**src/hdl/sukt_pkg.sv**
```systemverilog
// Shared types and constants for the sorted unique key table.
`timescale 1ns / 1ps
package sukt_pkg;

    localparam int CAPACITY = 64;
    localparam int ADDR_W   = $clog2(CAPACITY);
    localparam int CNT_W    = $clog2(CAPACITY + 1);
    localparam int KEY_W    = 32;
    localparam int FIELD_W  = 7;

    typedef logic signed [KEY_W-1:0] key_t;
    typedef logic [KEY_W-1:0]        word_t;
    typedef logic [ADDR_W-1:0]       addr_t;
    typedef logic [CNT_W-1:0]        cnt_t;
    typedef logic [FIELD_W-1:0]      field_t;

    typedef enum logic [1:0] {
        CMD_INSERT = 2'd0,
        CMD_DELETE = 2'd1,
        CMD_SEARCH = 2'd2,
        CMD_CLEAR  = 2'd3
    } cmd_t;

    typedef enum logic [1:0] {
        STAT_DONE = 2'd0,
        STAT_MISS = 2'd1,
        STAT_FULL = 2'd2
    } status_t;

    typedef enum logic [2:0] {
        ST_IDLE,
        ST_SCAN,
        ST_EXEC,
        ST_SHIFT_UP,
        ST_PLACE,
        ST_SHIFT_DN,
        ST_FINISH
    } state_t;

endpackage

```
**src/hdl/sukt_cmd_if.sv**
```systemverilog
// Command channel: selector and key with valid/ready handshake.
`timescale 1ns / 1ps
interface sukt_cmd_if;
    import sukt_pkg::*;

    logic valid;
    logic ready;
    cmd_t cmd;
    key_t key;

    modport source (output valid, output cmd, output key, input ready);
    modport sink   (input valid, input cmd, input key, output ready);
endinterface

```
**src/hdl/sukt_res_if.sv**
```systemverilog
// Result channel: status, positions and entry count with valid/ready handshake.
`timescale 1ns / 1ps
interface sukt_res_if;
    import sukt_pkg::*;

    logic    valid;
    logic    ready;
    status_t status;
    field_t  pos_front;
    field_t  pos_back;
    field_t  entry_count;

    modport source (output valid, output status, output pos_front, output pos_back,
                    output entry_count, input ready);
    modport sink   (input valid, input status, input pos_front, input pos_back,
                    input entry_count, output ready);
endinterface

```
**src/hdl/sukt_ram.sv**
```systemverilog
// Generic single-write, single-read RAM with registered read data.
`timescale 1ns / 1ps
module sukt_ram #(
    parameter int WIDTH = 32,
    parameter int DEPTH = 64
) (
    input  logic                     clk,
    input  logic                     wr_en,
    input  logic [$clog2(DEPTH)-1:0] wr_addr,
    input  logic [WIDTH-1:0]         wr_data,
    input  logic [$clog2(DEPTH)-1:0] rd_addr,
    output logic [WIDTH-1:0]         rd_data
);

    logic [WIDTH-1:0] mem [DEPTH];

    always_ff @(posedge clk)
    begin
        if (wr_en)
        begin
            mem[wr_addr] <= wr_data;
        end
        rd_data <= mem[rd_addr];
    end

endmodule

```
**src/hdl/sorted_unique_key_table_unit.sv**
```systemverilog
// Sorted unique key table: ordered key array in one RAM, scanned and shifted per word.
// Steps: scan reads keys up to the first one not below the given key or the last held key;
//   exec decides; an insert shifts the tail up a word at a time, then place writes the key,
//   a delete shifts it down; finish loads the result. An empty table skips scan, a clear
//   goes straight to finish. A new command is taken only once the last result is loaded.
// Reset: asynchronous, active low; empties the table at once, RAM contents left as they are.
`timescale 1ns / 1ps
module sorted_unique_key_table_unit (
    input  logic       clk,
    input  logic       rst_n,
    sukt_cmd_if.sink   req,
    sukt_res_if.source rsp
);
    import sukt_pkg::*;

    state_t  state_reg, state_next;
    cnt_t    count_reg, count_next;
    logic    out_valid_reg, out_valid_next;

    cmd_t    cmd_reg, cmd_next;
    key_t    key_reg, key_next;
    cnt_t    idx_reg, idx_next;
    logic    hit_reg, hit_next;
    addr_t   sh_reg, sh_next;
    status_t status_reg, status_next;
    field_t  front_reg, front_next;
    field_t  back_reg, back_next;
    status_t out_status_reg, out_status_next;
    field_t  out_front_reg, out_front_next;
    field_t  out_back_reg, out_back_next;
    field_t  out_count_reg, out_count_next;

    logic    wr_en;
    addr_t   wr_addr;
    word_t   wr_data;
    addr_t   rd_addr;
    word_t   rd_data;

    key_t    rd_key;
    logic    key_ge;
    logic    key_eq;
    cnt_t    idx_inc;
    cnt_t    cnt_dec;
    logic    out_load;

    sukt_ram #(
        .WIDTH (KEY_W),
        .DEPTH (CAPACITY)
    ) u_store (
        .clk     (clk),
        .wr_en   (wr_en),
        .wr_addr (wr_addr),
        .wr_data (wr_data),
        .rd_addr (rd_addr),
        .rd_data (rd_data)
    );

    assign rd_key   = key_t'(rd_data);
    assign key_ge   = (rd_key >= key_reg);
    assign key_eq   = (rd_key == key_reg);
    assign idx_inc  = cnt_t'(idx_reg + 1'b1);
    assign cnt_dec  = cnt_t'(count_reg - 1'b1);
    assign out_load = (state_reg == ST_FINISH) && (!out_valid_reg || rsp.ready);

    assign req.ready       = (state_reg == ST_IDLE);
    assign rsp.valid       = out_valid_reg;
    assign rsp.status      = out_status_reg;
    assign rsp.pos_front   = out_front_reg;
    assign rsp.pos_back    = out_back_reg;
    assign rsp.entry_count = out_count_reg;

    // Next state
    always_comb
    begin
        state_next = state_reg;
        case (state_reg)
            ST_IDLE:
            begin
                if (req.valid)
                begin
                    if (req.cmd == CMD_CLEAR)
                    begin
                        state_next = ST_FINISH;
                    end
                    else if (count_reg == '0)
                    begin
                        state_next = ST_EXEC;
                    end
                    else
                    begin
                        state_next = ST_SCAN;
                    end
                end
            end
            ST_SCAN:
            begin
                if (key_ge || (idx_inc == count_reg))
                begin
                    state_next = ST_EXEC;
                end
            end
            ST_EXEC:
            begin
                state_next = ST_FINISH;
                case (cmd_reg)
                    CMD_INSERT:
                    begin
                        if (!hit_reg && (count_reg != cnt_t'(CAPACITY))
                            && (idx_reg != count_reg))
                        begin
                            state_next = ST_SHIFT_UP;
                        end
                    end
                    CMD_DELETE:
                    begin
                        if (hit_reg && (idx_reg != cnt_dec))
                        begin
                            state_next = ST_SHIFT_DN;
                        end
                    end
                    default:
                    begin
                        state_next = ST_FINISH;
                    end
                endcase
            end
            ST_SHIFT_UP:
            begin
                if (sh_reg == idx_reg[ADDR_W-1:0])
                begin
                    state_next = ST_PLACE;
                end
            end
            ST_PLACE:
            begin
                state_next = ST_FINISH;
            end
            ST_SHIFT_DN:
            begin
                if (sh_reg == cnt_dec[ADDR_W-1:0])
                begin
                    state_next = ST_FINISH;
                end
            end
            ST_FINISH:
            begin
                if (out_load)
                begin
                    state_next = ST_IDLE;
                end
            end
            default:
            begin
                state_next = ST_IDLE;
            end
        endcase
    end

    // Datapath and memory control
    always_comb
    begin
        count_next      = count_reg;
        cmd_next        = cmd_reg;
        key_next        = key_reg;
        idx_next        = idx_reg;
        hit_next        = hit_reg;
        sh_next         = sh_reg;
        status_next     = status_reg;
        front_next      = front_reg;
        back_next       = back_reg;
        out_status_next = out_status_reg;
        out_front_next  = out_front_reg;
        out_back_next   = out_back_reg;
        out_count_next  = out_count_reg;
        out_valid_next  = out_valid_reg && !rsp.ready;
        wr_en           = 1'b0;
        wr_addr         = addr_t'(sh_reg + 1'b1);
        wr_data         = rd_data;
        rd_addr         = '0;

        case (state_reg)
            ST_IDLE:
            begin
                if (req.valid)
                begin
                    cmd_next    = req.cmd;
                    key_next    = req.key;
                    idx_next    = '0;
                    hit_next    = 1'b0;
                    status_next = STAT_DONE;
                    front_next  = '0;
                    back_next   = '0;
                    if (req.cmd == CMD_CLEAR)
                    begin
                        count_next = '0;
                    end
                end
            end
            ST_SCAN:
            begin
                // Data on rd_data belongs to entry idx_reg; stop at the first key not below.
                if (key_ge)
                begin
                    hit_next = key_eq;
                end
                else
                begin
                    idx_next = idx_inc;
                    rd_addr  = idx_inc[ADDR_W-1:0];
                end
            end
            ST_EXEC:
            begin
                case (cmd_reg)
                    CMD_INSERT:
                    begin
                        if (hit_reg)
                        begin
                            status_next = STAT_MISS;
                        end
                        else if (count_reg == cnt_t'(CAPACITY))
                        begin
                            status_next = STAT_FULL;
                        end
                        else if (idx_reg == count_reg)
                        begin
                            wr_en      = 1'b1;
                            wr_addr    = idx_reg[ADDR_W-1:0];
                            wr_data    = word_t'(key_reg);
                            count_next = cnt_t'(count_reg + 1'b1);
                        end
                        else
                        begin
                            // Move the tail up, starting from the last held key.
                            rd_addr = cnt_dec[ADDR_W-1:0];
                            sh_next = cnt_dec[ADDR_W-1:0];
                        end
                    end
                    CMD_DELETE:
                    begin
                        if (!hit_reg)
                        begin
                            status_next = STAT_MISS;
                        end
                        else if (idx_reg == cnt_dec)
                        begin
                            count_next = cnt_dec;
                        end
                        else
                        begin
                            // Move the tail down, starting just past the removed key.
                            rd_addr = idx_inc[ADDR_W-1:0];
                            sh_next = idx_inc[ADDR_W-1:0];
                        end
                    end
                    CMD_SEARCH:
                    begin
                        if (hit_reg)
                        begin
                            front_next = FIELD_W'(idx_inc);
                            back_next  = FIELD_W'(cnt_t'(count_reg - idx_reg));
                        end
                        else
                        begin
                            status_next = STAT_MISS;
                        end
                    end
                    default:
                    begin
                        status_next = STAT_DONE;
                    end
                endcase
            end
            ST_SHIFT_UP:
            begin
                wr_en   = 1'b1;
                wr_addr = addr_t'(sh_reg + 1'b1);
                wr_data = rd_data;
                sh_next = addr_t'(sh_reg - 1'b1);
                rd_addr = addr_t'(sh_reg - 1'b1);
            end
            ST_PLACE:
            begin
                wr_en      = 1'b1;
                wr_addr    = idx_reg[ADDR_W-1:0];
                wr_data    = word_t'(key_reg);
                count_next = cnt_t'(count_reg + 1'b1);
            end
            ST_SHIFT_DN:
            begin
                wr_en   = 1'b1;
                wr_addr = addr_t'(sh_reg - 1'b1);
                wr_data = rd_data;
                if (sh_reg == cnt_dec[ADDR_W-1:0])
                begin
                    count_next = cnt_dec;
                end
                else
                begin
                    sh_next = addr_t'(sh_reg + 1'b1);
                    rd_addr = addr_t'(sh_reg + 1'b1);
                end
            end
            ST_FINISH:
            begin
                if (out_load)
                begin
                    out_valid_next  = 1'b1;
                    out_status_next = status_reg;
                    out_front_next  = front_reg;
                    out_back_next   = back_reg;
                    out_count_next  = FIELD_W'(count_reg);
                end
            end
            default:
            begin
                wr_en = 1'b0;
            end
        endcase
    end

    always_ff @(posedge clk or negedge rst_n)
    begin
        if (!rst_n)
        begin
            state_reg     <= ST_IDLE;
            count_reg     <= '0;
            out_valid_reg <= 1'b0;
        end
        else
        begin
            state_reg     <= state_next;
            count_reg     <= count_next;
            out_valid_reg <= out_valid_next;
        end
    end

    always_ff @(posedge clk)
    begin
        cmd_reg        <= cmd_next;
        key_reg        <= key_next;
        idx_reg        <= idx_next;
        hit_reg        <= hit_next;
        sh_reg         <= sh_next;
        status_reg     <= status_next;
        front_reg      <= front_next;
        back_reg       <= back_next;
        out_status_reg <= out_status_next;
        out_front_reg  <= out_front_next;
        out_back_reg   <= out_back_next;
        out_count_reg  <= out_count_next;
    end

endmodule

```
**src/flat_wrapper.sv**
```systemverilog
// flat-port wrapper written by rule: the top's interface ports become plain ports
module sorted_unique_key_table_unit_flat import sukt_pkg::*;
  (clk, rst_n, req_valid, req_cmd, req_key, req_ready, rsp_valid, rsp_status, rsp_pos_front, rsp_pos_back, rsp_entry_count, rsp_ready);
  sukt_cmd_if req_i ();
  sukt_res_if rsp_i ();
  input  logic clk;
  input  logic rst_n;
  input wire logic [$bits(req_i.valid)-1:0] req_valid;
  input wire logic [$bits(req_i.cmd)-1:0] req_cmd;
  input wire logic [$bits(req_i.key)-1:0] req_key;
  output wire logic [$bits(req_i.ready)-1:0] req_ready;
  output wire logic [$bits(rsp_i.valid)-1:0] rsp_valid;
  output wire logic [$bits(rsp_i.status)-1:0] rsp_status;
  output wire logic [$bits(rsp_i.pos_front)-1:0] rsp_pos_front;
  output wire logic [$bits(rsp_i.pos_back)-1:0] rsp_pos_back;
  output wire logic [$bits(rsp_i.entry_count)-1:0] rsp_entry_count;
  input wire logic [$bits(rsp_i.ready)-1:0] rsp_ready;
  assign req_i.valid = req_valid;
  assign req_i.cmd = req_cmd;
  assign req_i.key = req_key;
  assign req_ready = req_i.ready;
  assign rsp_valid = rsp_i.valid;
  assign rsp_status = rsp_i.status;
  assign rsp_pos_front = rsp_i.pos_front;
  assign rsp_pos_back = rsp_i.pos_back;
  assign rsp_entry_count = rsp_i.entry_count;
  assign rsp_i.ready = rsp_ready;
  sorted_unique_key_table_unit u_core (.clk(clk), .rst_n(rst_n), .req(req_i), .rsp(rsp_i));
endmodule
```
**config.mk**
```make
export PLATFORM = sky130hd
export DESIGN_NAME = sorted_unique_key_table_unit_flat
export DESIGN_NICKNAME = d
export VERILOG_FILES = /design/src/hdl/sukt_pkg.sv /design/src/hdl/sukt_cmd_if.sv /design/src/hdl/sukt_res_if.sv /design/src/hdl/sukt_ram.sv /design/src/hdl/sorted_unique_key_table_unit.sv /design/src/flat_wrapper.sv
export SDC_FILE = /design/constraint.sdc
export NUM_CORES = 2
export LEC_CHECK = 0
export BUFFER_PORTS_ARGS = -buffer_cell sky130_fd_sc_hd__buf_2
export CAP_MARGIN = 40
export CELL_PAD_IN_SITES_DETAIL_PLACEMENT = 2
export CELL_PAD_IN_SITES_GLOBAL_PLACEMENT = 2
export CORE_MARGIN = 2
export CORE_UTILIZATION = 30
export CTS_BUF_LIST = sky130_fd_sc_hd__clkbuf_8
export DETAILED_ROUTE_END_ITERATION = 8
export GPL_ROUTABILITY_DRIVEN = 0
export PLACE_DENSITY_LB_ADDON = 0.1
export SLEW_MARGIN = 20
export SYNTH_ARGS = -nofsm -noshare
export SYNTH_HDL_FRONTEND = slang
export SYNTH_SLANG_ARGS = --single-unit
```
**constraint.sdc**
```tcl
create_clock -name clk -period 9.6 [get_ports clk]
set_input_delay 0.96 -clock clk [delete_from_list [all_inputs] [get_ports clk]]
set_output_delay 0.96 -clock clk [all_outputs]
set_load 0.005 [all_outputs]
```
# Word-level counts from Yosys, hierarchy flattened
# Memories as Yosys holds them, arrays and structs flattened. A register that Yosys moved wholly into a read port is not among the register bits.
# Index checks and enable logic that the tools add are counted.
# op_classes
n_addsub	6
mul	0
div_mod_pow	0
order_cmp	1
eq_ne	40
shift	0
n_mux	75
bitwise	0
reduce_logical	28
# ops
operator	n
32-bit two-way mux	4
6-bit two-way mux	17
7-bit two-way mux	14
32-bit case mux with 2 select lines	1
7-bit case mux with 2 select lines	4
6-bit case mux with 3 select lines	2
32-bit equality test	1
32-bit greater-or-equal comparator	1
7-bit case mux with 4 select lines	1
6-bit case mux with 2 select lines	2
6-bit case mux with 4 select lines	1
7-bit equality test	3
3-bit two-way mux	7
3-bit case mux with 7 select lines	1
3-bit != test, second input constant	6
2-bit by 1-bit != test with 1-bit output, second input constant	8
7-bit by 1-bit adder with 7-bit output, second input constant	2
7-bit != test	2
6-bit equality test	2
2-bit two-way mux	6
1-bit two-way mux	10
10-bit AND reduction	1
3-bit equality test, second input constant	3
3-bit by 2-bit != test with 1-bit output, second input constant	3
other kinds (31)	48
# totals
regBits	98
latchBits	0
ram_bits	2048
mem_bits_ro	0
out_inout_bits	25
mem_count	1
# mem_list
memory	words	width	read_ports	rd_ports_with_merged_regs	wr	line	source
u_core.u_store.mem	64	32	1	1	1	sukt_ram.sv:15	logic [WIDTH-1:0] mem [DEPTH];

# Logic depth before layout (Yosys ltp)
# depth
word_depth	8
depth_mapped	20
ltp_nobuf	13

# Modules after synthesis
# From an unflattened synthesis, not the netlist that was laid out.
# unflattened
cells_unflattened	4133
area_unflattened_um2	85585.8
# modules_own_cells
module	n_inst	cells_each	area_each_um2
sukt_ram	1	3511	79039.6
sorted_unique_key_table_unit	1	622	6546.3

# Worst setup path after synthesis
# OpenSTA, ideal clock, no wires.
# synth_path
kind	register -> register
start	register u_core.count_reg[0]
end	memory u_core.u_store.mem[0][31], data pin
setup_ns	0.702
t_arrival_ns	4.637
required_ns	8.898
setup_slack_ns	4.261
stages_incl_launch_ff	12
period_less_slack_ns	5.339
cell_sequence	dfrtp_1 > clkbuf_1 > inv_1 > ha_1 > and4_1 > nand3_1 > nor2_1 > nand2_1 > o21a_1 > clkbuf_1 > buf_1 > o21ai_0
# synth_via
elab_chain_len	6
word_cells_on_any_way	7
cone_classes	2 x eq/ne; 5 x mux
# synth_rtl
element	line	source
start: declaration	sorted_unique_key_table_unit.sv:17	cnt_t count_reg, count_next;
start signal: assignment	sorted_unique_key_table_unit.sv:333	count_reg <= count_next;
7-bit equality test	sorted_unique_key_table_unit.sv:225	else if (idx_reg == count_reg)
32-bit two-way mux	sorted_unique_key_table_unit.sv:225	
32-bit two-way mux (*)	sorted_unique_key_table_unit.sv:221	else if (count_reg == cnt_t'(CAPACITY))
32-bit two-way mux (*)	sorted_unique_key_table_unit.sv:217	if (hit_reg)
32-bit two-way mux (*)	sorted_unique_key_table_unit.sv:214	case (cmd_reg)
32-bit case mux with 2 select lines (*)	sorted_unique_key_table_unit.sv:181	case (state_reg)
net u_core.u_store.wr_data[31]	sukt_ram.sv:10	input logic [WIDTH-1:0] wr_data,
end: declaration	sukt_ram.sv:15	
# The timed path passes the listed nets; every way through them passes the cells marked *.

# Final worst setup path
# layout_path
start	register u_core.count_reg[0]
end	register u_core.u_store.rd_data[26] (read register of u_core.u_store.mem)
# layout_via
elab_chain_len	6
word_cells_on_any_way	13
cone_classes	1 x add/sub; 4 x eq/ne; 8 x mux
# layout_rtl
element	line	source
7-bit by 1-bit subtractor with 7-bit output or 7-bit equality test (tied branches)	sorted_unique_key_table_unit.sv:62, sorted_unique_key_table_unit.sv:225	
7-bit equality test or 6-bit two-way mux (tied branches)	sorted_unique_key_table_unit.sv:245, sorted_unique_key_table_unit.sv:225	
6-bit two-way mux (on tied branches)	sorted_unique_key_table_unit.sv:245, sorted_unique_key_table_unit.sv:221	
6-bit two-way mux (on tied branches)	sorted_unique_key_table_unit.sv:241, sorted_unique_key_table_unit.sv:217	
6-bit case mux with 2 select lines	sorted_unique_key_table_unit.sv:214	
6-bit case mux with 4 select lines (*)	sorted_unique_key_table_unit.sv:181	
end: declaration	sukt_ram.sv:12	output logic [WIDTH-1:0] rd_data
# Every way passes the cells marked *; elsewhere a longest branch is shown, timed or not.
# A chain may end at the register's enable or synchronous reset.

==> impl_metrics.yaml <==
final_layout:
  layout.cells.non_filler: 9670
  drive_gt1_frac: 0.180
  fin_nets: 5657
  largest_reg_flops: 2048
  area_growth_pct: 17.1
  n_fill_cell: 28575
synth:
  synthTopCellsByCount: "edfxtp_1 (2135), mux2i_1 (855), nand2_1 (388), nor2_1 (140), o22ai_1 (136)"
  yosysWarnings: 0
  synth.largest_area_cell: "edfxtp_1"
  ys_seq_area_frac: 0.746
  synthXorXnorAreaFrac: 0.00514
  synth_most_common_cell: "edfxtp_1"
  synth_top_area_share: 0.736
  synthSimpleGateAreaFrac: 0.0458
  syn_inst: 5114
  synthAdderAreaFrac: 0.00698
  muxShareOfSynthArea: 0.125
  ys_ff_latch: 2178
  async_reset_ff_frac: 0.00505
  syn_nets: 5200
  netlist_area_mm2: 0.0871
  synth_cell_types: 84
  synth-edff-count: 2135
  synth_top_family_by_area: "multiplexers"
  synth_ff_type: "edfxtp_1"
  syn_area_per_cell_um2: 17.0
  ys_top_cells_by_area: "edfxtp_1 (74%), mux2i_1 (9.8%), mux4_2 (2.6%)"
  synth_compound_area_frac: 0.0529
sta:
  worst_slew_pin_slew_ns: 1.04
  grt_setup_unrepaired: "no"
  setup_viol_count_final: 0
  clock_skew_ns: 0.0588
  finalHoldViolCount: 0
  slew_headroom: 0.310
  finalCritPeriodShare: 0.756
  clock.fmax_mhz: 138
  min_period_ns: 7.26
  slew_violations: 0
  fin_tns_setup_ns: 0
routing:
  drtIter0Drc: 4063
  wl_met2_um: 152000
  met1_length_um: 150000
  drtAntennaViolNets: 0
  dr_wl_met3_um: 12500
  drt-pass1-iter-count: 5
  vias: 50389
  wl_um: 322000
  via_per_inst: 5.21
  drt-wirelength-per-cell_um: 33.3
  top_layer: "met5"
  drc: 0
outcome:
  status: "finished clean"
power:
  netSwitchingPower_mw: 15.1
  cellPowerDensity_mw_per_mm2: 356
  leakage_nw: 36.7
  ir_worst_vdd_mv: 0.316
  clkPwrFrac: 0.221
  netSwitchingFraction: 0.414
  internal-power_mw: 21.3
  seq_power_share: 0.367
  comb_power_share: 0.412
cts:
  cts_root_buf: "clkbuf_8"
  cts_tree: "yes"
  clock_latency_ns: 1.06
  path_clk_slew_ns: 0.06
  postCtsSetupBuffers: 0
  clkSinkCount: 2178
  htreeDepth: 5
  clockBufferDepth: 4
  numCtsBuffers: 396
global_routing:
  grt_use_total: 0.215
  antenna_found_initial: 30
  grt_max_degree: 108
  grt_pass1_wl_um: 442000
  globalRouteOverflowTotal: 0
  first_global_vias: 53411
critical_path:
  path_class: "flip-flop to flip-flop"
  cp.required_ns: 10.49
  path_max_fanout: 53
  worst_ep_arrival_time_ns: 8.14
  critPathLaunchType: "flip-flop"
  endpoint_kind: "flip-flop"
floorplanning:
  die_w_um: 543
  io_pins: 63
  initial_core_util: 0.302
  row_count: 197
  core_mm2: 0.288
  die_area_mm2: 0.295
  die_y_um: 543
place:
  io_buffers: 62
  dp_hpwl_um: 191000
  placedCellCount: 8919
job:
  max_cap_viol_count: 0
worst_hold_path:
  worstHoldPathType: "primary input to flip-flop"
## critical path: stages (launching register included)
cell and delay [ns]:
dfrtp_1 0.53, inv_1 0.17, ha_1 0.29, nor3b_1 0.73
xnor3_1 0.25, nor4b_2 0.51, nand2_1 0.24, a311oi_1 0.67
and3_4 0.74, buf_12 0.41, buf_4 0.60, mux2i_1 0.15
a22oi_1 0.83, and4_1 0.61, nand4b_1 0.15
## layout by cell type (no fill, tap or decap), drive strengths merged, types with 47 or more instances in the layout
master  count
buf       329
mux4      101
mux2i     855
a21oi     128
inv       226
nor3       95
o21ai     125
edfxtp   2135
nor2      141
o22ai     136
nand3      70
a22oi     119
ha         47
clkbuf    408
nand2     388
clkinv    119
## metal layers
layer / GRT usage / vias to the layer above
met5: 0 / -
met4: 0.0524 / 2
met3: 0.0252 / 387
met2: 0.351 / 1132
met1: 0.303 / 27590
li1: - / 21278
## metrics by stage
| stage | power (mW) | setup WS [ns] | area (um2) | util | hold WS, ns |
|---|---|---|---|---|---|
| 6_report | 36.4 | 2.34 | 102000 | 0.354 | 0.128 |
| 5_1_grt | 37.9 | 2.16 | 102000 | 0.354 | 0.0494 |
| 4_1_cts | 36.8 | 2.40 | 102000 | 0.353 | 0.000857 |
| 3_5_place_dp | 28.6 | 2.48 | 94500 | 0.328 | 0.408 |
| 3_3_place_gp | 28.2 | 2.35 | 93700 | 0.325 | 0.401 |
| 2_1_floorplan | 21.3 | 4.26 | 87100 | - | 0.400 |
## power by group through the flow
| stage | Combinational (mW) | Clock, mW | Sequential [mW] |
|---|---|---|---|
| global placement | 14.6 | 0 | 13.5 |
| finish | 15.0 | 8.04 | 13.3 |
| CTS | 15.1 | 8.34 | 13.3 |
| floorplan | 7.72 | 0 | 13.6 |
| detailed placement | 15.1 | 0 | 13.5 |
| global route | 15.8 | 8.70 | 13.4 |
## cell type report
class,instances,area [um2],share of cell area
inverter,58,218,0.00213
tap,3781,4730,0.0464
clock buffer,408,5620,0.0550
sequential,2178,65000,0.637
clock inverter,300,1410,0.0138
antenna,8,20.0,0.000196
timing repair buffer,350,3310,0.0324
multi-input combinational,2587,21700,0.213
## cell families after synthesis
family / count (synthesis)
DFF: 2178
muxes: 958
and+or+nand+nor: 844
AOI/OAI and AO/OA: 693
buffers and inverters: 349
adders and majority gates: 48
xor gates and xnor gates: 44
## worst paths after layout
kind / slack (ns) / start / endpoint / cells past startpoint
max: 2.34 / u_core.count_reg[0] / u_core.u_store.rd_data[26] / 14
min: 0.13 / req_cmd[1] / u_core.cmd_reg[1] / 1
max reg2reg: 2.34 / u_core.count_reg[0] / u_core.u_store.rd_data[26] / 14
min reg2reg: 0.42 / u_core.back_reg[2] / u_core.rsp.pos_back[2] / 0
max in group asynchronous: 8.96 / rst_n / u_core.state_reg[1] / 2
min in group asynchronous: 0.36 / rst_n / u_core.count_reg[1] / 2
## repair_timing
| action | 4_1_cts | 5_1_grt |
|---|---|---|
| resized for setup | 0 | 0 |
| hold buffers | 21 | 0 |
| hold endpoints to repair | 31 | 0 |
(Power assumes the default switching activity.)
